**config.mk**
```make
export PLATFORM = sky130hd
export DESIGN_NAME = chunked_transfer_decoder_top
export DESIGN_NICKNAME = d
export VERILOG_FILES = /design/src/sv/ctd_pkg.sv /design/src/sv/ctd_step.sv /design/src/sv/chunked_transfer_decoder_top.sv
export VERILOG_INCLUDE_DIRS = /design/src /design/src/sv
export SDC_FILE = /design/constraint.sdc
export NUM_CORES = 1
export LEC_CHECK = 0
export ABC_AREA = 1
export BUFFER_PORTS_ARGS = -buffer_cell sky130_fd_sc_hd__buf_2
export CAP_MARGIN = 20
export CORE_MARGIN = 2
export CORE_UTILIZATION = 65
export DETAILED_ROUTE_END_ITERATION = 12
export HOLD_SLACK_MARGIN = 0.1
export PLACE_DENSITY = 0.83
export SLEW_MARGIN = 10
export SYNTH_ARGS = -nofsm -noshare
export SYNTH_HDL_FRONTEND = slang
export SYNTH_SLANG_ARGS = --single-unit
```
**constraint.sdc**
```tcl
create_clock -name clk_i -period 4.65 [get_ports clk_i]
set_input_delay 0.6975 -clock clk_i [delete_from_list [all_inputs] [get_ports clk_i]]
set_output_delay 0.6975 -clock clk_i [all_outputs]
set_load 0.02 [all_outputs]
```
**src/sv/chunked_transfer_decoder_top_defines.svh**
```systemverilog
// Assertion macros shared by the chunked transfer decoder RTL.
`ifndef CHUNKED_TRANSFER_DECODER_TOP_DEFINES_SVH
`define CHUNKED_TRANSFER_DECODER_TOP_DEFINES_SVH

// Check a property on every clock edge outside of reset.
`define CTD_ASSERT(lbl, prop, msg) \
  lbl: assert property (@(posedge clk_i) disable iff (!rst_ni) (prop)) else $error(msg);

// Check an implication whose consequent must hold in the cycle after its antecedent.
`define CTD_ASSERT_NEXT(lbl, ante, cons, msg) \
  lbl: assert property (@(posedge clk_i) disable iff (!rst_ni) (ante) |=> (cons)) \
    else $error(msg);

`endif

```
**src/sv/ctd_pkg.sv**
```systemverilog
// Shared phase codes, result type and hex digit decode for the chunked decoder.
`default_nettype none
package ctd_pkg;

  localparam logic [1:0] PH_SIZE = 2'd0;
  localparam logic [1:0] PH_DATA = 2'd1;
  localparam logic [1:0] PH_LINE = 2'd2;
  localparam logic [1:0] PH_DONE = 2'd3;

  localparam logic [7:0] CHAR_LF = 8'h0a;

  typedef struct packed {
    logic       data_valid;
    logic [7:0] data_byte;
    logic [1:0] state_code;
  } ctd_res_t;

  // Bit 4 flags a hex digit, bits 3:0 carry its value.
  function automatic logic [4:0] hex_decode(input logic [7:0] c);
    logic [4:0] r;
    r = 5'd0;
    if (c >= 8'h30 && c <= 8'h39) begin
      r = {1'b1, 4'(c - 8'h30)};
    end else if (c >= 8'h61 && c <= 8'h66) begin
      r = {1'b1, 4'(c - 8'h57)};
    end else if (c >= 8'h41 && c <= 8'h46) begin
      r = {1'b1, 4'(c - 8'h37)};
    end
    return r;
  endfunction

endpackage
`default_nettype wire

```
**src/sv/ctd_step.sv**
```systemverilog
// Next-state and result logic for one byte of the chunked decoder.
`default_nettype none
module ctd_step
  import ctd_pkg::*;
#(
  parameter int SIZE_WIDTH = 32
) (
  input  wire logic [1:0]            phase_i,
  input  wire logic [SIZE_WIDTH-1:0] size_i,
  input  wire logic [SIZE_WIDTH-1:0] remaining_i,
  input  wire logic [7:0]            in_byte_i,
  input  wire logic                  restart_i,
  output logic      [1:0]            phase_o,
  output logic      [SIZE_WIDTH-1:0] size_o,
  output logic      [SIZE_WIDTH-1:0] remaining_o,
  output ctd_res_t                   res_o
);

  logic [1:0]            ph;
  logic [SIZE_WIDTH-1:0] sz;
  logic [SIZE_WIDTH-1:0] rem;
  logic [SIZE_WIDTH-1:0] rem_dec;
  logic [4:0]            hex;

  assign hex = hex_decode(in_byte_i);

  always_comb begin
    // Restart takes effect before the byte.
    ph  = restart_i ? PH_SIZE : phase_i;
    sz  = restart_i ? '0 : size_i;
    rem = restart_i ? '0 : remaining_i;
    rem_dec = rem - SIZE_WIDTH'(1);

    phase_o          = ph;
    size_o           = sz;
    remaining_o      = rem;
    res_o.data_valid = 1'b0;
    res_o.data_byte  = 8'd0;

    unique case (ph)
      PH_SIZE: begin
        if (hex[4]) begin
          size_o = {sz[SIZE_WIDTH-5:0], hex[3:0]};
        end else if (in_byte_i == CHAR_LF) begin
          if (sz == '0) begin
            phase_o = PH_DONE;
          end else begin
            remaining_o = sz;
            phase_o     = PH_DATA;
          end
        end
      end
      PH_DATA: begin
        if (rem != '0) begin
          res_o.data_valid = 1'b1;
          res_o.data_byte  = in_byte_i;
          remaining_o      = rem_dec;
          if (rem_dec == '0) begin
            phase_o = PH_LINE;
          end
        end else begin
          phase_o = PH_LINE;
        end
      end
      PH_LINE: begin
        if (in_byte_i == CHAR_LF) begin
          size_o  = '0;
          phase_o = PH_SIZE;
        end
      end
      default: begin
        // Done: swallow the byte.
      end
    endcase

    res_o.state_code = phase_o;
  end

endmodule
`default_nettype wire

```
**src/sv/chunked_transfer_decoder_top.sv**
```systemverilog
// A result word is registered and appears in the cycle after its input word is accepted.
// Throughput: one word per cycle while out_ready_i is high; the single output register frees as it is taken.
// The per-byte update is one hex shift or one count decrement with a zero compare.
// Reset: asynchronous, active low; phase returns to size, size and count clear,
// and the output register empties.
`default_nettype none
`include "chunked_transfer_decoder_top_defines.svh"
module chunked_transfer_decoder_top
  import ctd_pkg::*;
#(
  parameter int SIZE_WIDTH = 32
) (
  input  wire logic       clk_i,
  input  wire logic       rst_ni,
  input  wire logic       in_valid_i,
  output logic            in_ready_o,
  input  wire logic [7:0] in_byte_i,
  input  wire logic       restart_i,
  output logic            out_valid_o,
  input  wire logic       out_ready_i,
  output logic            data_valid_o,
  output logic      [7:0] data_byte_o,
  output logic      [1:0] state_code_o
);

  logic [1:0]            phase_q, phase_d;
  logic [SIZE_WIDTH-1:0] size_q, size_d;
  logic [SIZE_WIDTH-1:0] remaining_q, remaining_d;
  ctd_res_t              res_q, res_d;
  logic                  out_valid_q;
  logic                  in_fire;

  assign in_ready_o = !out_valid_q || out_ready_i;
  assign in_fire    = in_valid_i && in_ready_o;

  ctd_step #(
    .SIZE_WIDTH(SIZE_WIDTH)
  ) u_step (
    .phase_i    (phase_q),
    .size_i     (size_q),
    .remaining_i(remaining_q),
    .in_byte_i  (in_byte_i),
    .restart_i  (restart_i),
    .phase_o    (phase_d),
    .size_o     (size_d),
    .remaining_o(remaining_d),
    .res_o      (res_d)
  );

  always_ff @(posedge clk_i or negedge rst_ni) begin
    if (!rst_ni) begin
      phase_q     <= PH_SIZE;
      size_q      <= '0;
      remaining_q <= '0;
      out_valid_q <= 1'b0;
    end else begin
      if (in_fire) begin
        phase_q     <= phase_d;
        size_q      <= size_d;
        remaining_q <= remaining_d;
        out_valid_q <= 1'b1;
      end else if (out_ready_i) begin
        out_valid_q <= 1'b0;
      end
    end
  end

  // Hold the result word until it is taken.
  always_ff @(posedge clk_i) begin
    if (in_fire) begin
      res_q <= res_d;
    end
  end

  assign out_valid_o  = out_valid_q;
  assign data_valid_o = res_q.data_valid;
  assign data_byte_o  = res_q.data_byte;
  assign state_code_o = res_q.state_code;

  `CTD_ASSERT(a_data_phase_count, (phase_q != PH_DATA) || (remaining_q != '0), "data phase with zero count")
  `CTD_ASSERT(a_out_tracks_phase, !out_valid_q || (res_q.state_code == phase_q), "result phase differs from state")
  `CTD_ASSERT(a_payload_phase, !(out_valid_q && res_q.data_valid) || (res_q.state_code == PH_DATA) || (res_q.state_code == PH_LINE), "payload outside data phase")
  `CTD_ASSERT_NEXT(a_done_swallows, in_fire && !restart_i && (phase_q == PH_DONE), !res_q.data_valid && (res_q.state_code == PH_DONE), "done phase left or emitted")

endmodule
`default_nettype wire
```
==> flow_summary.yaml <==
logic_synthesis:
  syn_avg_cell_area_um2: 6.34
  synth_xor_area_share_pct: 0.142
  synth.top_cell.area_share_pct: 27.2
  synth-adder-area-share_pct: 1.02
  async_flop_share_pct: 85.9
  syn_nets: 989
  synth_top_cell_by_area: "dfrtp_1"
  yosysUniqueCellTypes: 42
  synth_top_family_by_area: "simple AND/OR/NAND/NOR gates"
  synth_seq_area_share_pct: 32.6
  synth.cell_area_um2: 6150
  syn_inst: 971
  synthSimpleGateAreaFrac_pct: 38.6
  yosysWarnings: 0
  synth_ff_type: "dfrtp_1"
  synthMuxAreaShare_pct: 0
  synth_edf_count: 11
  ys_ff_latch: 78
  synth_compound_area_share_pct: 15.4
  post_synth_main_area_contributors: "dfrtp_1, nand2_1, nand3_1"
clock_network:
  htree_num_levels: 3
  insertion_delay_ns: 0.37
  cts_buffers: 9
  cts_buffer_depth: 2
  cts.hold.buffers_added: 0
  cts_tree: "yes"
  cts_sinks: 78
  cts.clk_slew.worst_paths_ns: 0.09
  cts_setup_buffers: 0
  cts_resized: 0
  cts_root_buf: "clkbuf_8"
layout:
  layout_common_cells: "nand2_1, inv_1, nand3_1"
  fin_util_pct: 70.1
  drive_above_1_share_pct: 10.0
  final_common_cell: "nand2_1"
  nNetsFinal: 991
  diodes: 0
  syn2layout_area_growth_pct: 4.70
worst_setup_path:
  worstSetupEndpointType: "flip-flop"
  crit_fanout: 60
  reg2reg_depth: 10
  worstPathRequired_ns: 4.91
  cp.arrival_ns: 3.71
  worstSetupStartpoint: "restart_i"
  r2r_slack_ns: 1.86
  r2r-end: "remaining_q[4]"
  critical_path_class: "in -> reg"
  reg2reg_from: "phase_q[0]"
  start_kind: "input port"
pwr:
  switching_share_pct: 39.1
  p_int_mw: 1.27
  ir_worst_vdd_mv: 0.185
  power.density_nw_per_um2: 324
  p_comb_share_pct: 33.1
  p_clk_share_pct: 25.4
  p_sw_mw: 0.817
  seqPwrFrac_pct: 41.5
  p_leak_nw: 3.47
job:
  cap_violations: 0
placement:
  gp_congestion: 1.05
  hpwl_um: 12300
  port_buffers: 25
global_routing:
  overflow: 0
  grt_pass1_wl_um: 28600
  grt_max_degree: 61
  track_usage_pct: 35.4
  antenna_found_initial: 0
  grt_pass1_vias: 5822
timing:
  hold_violations: 0
  timing.final.crit_share_pct: 74.2
  period_minus_slack_ns: 3.45
  finalClockSkew_ns: 0.0124
  slew_headroom_pct: 44.1
  fmax_ghz: 0.290
  report.final.slew_viol_count: 0
  setup_tns_ns: 0
  setup_violations: 0
  rsz0062_at_grt: "no"
  worstMarginPinSlew_ns: 0.837
drt:
  vias_per_cell: 5.91
  drt_wl_total_um: 17300
  drtAntennaViolNets: 0
  wl_per_cell_um: 15.9
  first_pass_iters: 5
  drt-initial-drc-count: 616
  vias: 6436
  remaining_drc_errors: 0
floorplan:
  die_h_um: 101
  die_x_um: 101
  row_count: 35
  core_area_um2: 9200
  initial_core_util_pct: 66.9
  design.die.area_um2: 10300
  io_pins: 26
hold_path:
  min_path_type: "in -> async"
status:
  status: "finished clean"
==> power groups by stage <==
stage | clock, mW | combinational [mW] | sequential [mW]
2_1_floorplan | 0 | 0.518 | 0.868
3_3_place_gp | 0 | 0.667 | 0.875
3_5_place_dp | 0 | 0.675 | 0.877
4_1_cts | 0.537 | 0.678 | 0.863
5_1_grt | 0.563 | 0.786 | 0.878
6_report | 0.530 | 0.691 | 0.867
==> layer usage <==
metal | vias to the layer above | share of wire [%] | GRT usage (%)
li1 | 3162 | - | -
met1 | 2880 | 43 | 50.0
met4 | 0 | 3.5 | 15.3
met3 | 50 | 9.1 | 5.24
met5 | - | 0 | 0
met2 | 344 | 44 | 54.5
==> logic make-up (layout without fill, tap and decap cells) <==
logic type,Yosys count,in the layout
AO/OA/AOI/OAI,161,161
flip-flops,78,78
XOR/XNOR,1,1
buffers and inverters,177,184
adder cells (fa/ha/maj),5,5
AND/OR/NAND/NOR,549,549
==> synth_stat cells, types with 5 or more instances <==
master    count
inv_1       123
o21ai_1      22
a21oi_1      37
a32oi_1       5
ha_1          5
nand3_1     115
nand4_1       5
buf_6         8
edfxtp_1     11
clkbuf_1     22
nand2_1     267
o21ai_0      42
nor2_2       12
o22ai_1      26
o21a_1        9
nand3b_1      6
nand2_2      18
inv_2         7
buf_2         8
nor4_1        5
nor2_1      113
dfrtp_1      67
==> worst max-delay path: stages <==
cell	delay [ns]
buf_2	0.46
inv_4	0.39
o21ai_1	0.27
nand2_1	0.14
nor2_2	0.20
nand2_1	0.14
inv_2	0.10
nand2_2	0.07
nor2_2	0.12
inv_2	0.07
nand2_2	0.29
inv_2	0.29
a21oi_1	0.21
nand3_1	0.08
o21ai_0	0.07
inv_1	0.05
==> cell type report <==
class / instances / area, um^2
Tap cell: 111 / 139
Sequential cell: 78 / 2010
Fill cell: 847 / 2750
Inverter: 133 / 502
Clock inverter: 6 / 70.1
Multi-Input combinational cell: 716 / 3400
Timing Repair Buffer: 35 / 200
Clock buffer: 10 / 128
==> state kept, by name, summed over array words and instances, names as in the netlist <==
signal        count
remaining_q      32
size_q           32
out_valid_o       1
state_code_o      2
data_byte_o       8
data_valid_o      1
phase_q           2
==> worst max-delay path by stage <==
stage                 endpoint  slack (ns)  depth (start not counted)
5_1_grt         remaining_q[5]        0.90                         16
3_5_place_dp    remaining_q[5]        0.95                         16
4_1_cts         remaining_q[5]        1.32                         16
6_report        remaining_q[5]        1.20                         16
3_3_place_gp   remaining_q[17]        1.04                         14
2_1_floorplan  state_code_o[0]        2.22                         18
==> stage by stage <==
stage	worst slack [ns]	total power, mW	hold WS, ns	instances	cell area [um^2]
6_report	1.20	2.09	0.354	1089	6440
5_1_grt	0.903	2.23	0.413	1089	6440
4_1_cts	1.32	2.08	0.370	1089	6440
3_5_place_dp	0.948	1.55	0.468	1073	6250
3_3_place_gp	1.04	1.54	0.467	1073	6250
2_1_floorplan	2.22	1.39	0.402	971	6150
No activity file was read; power rests on OpenSTA's default activity.
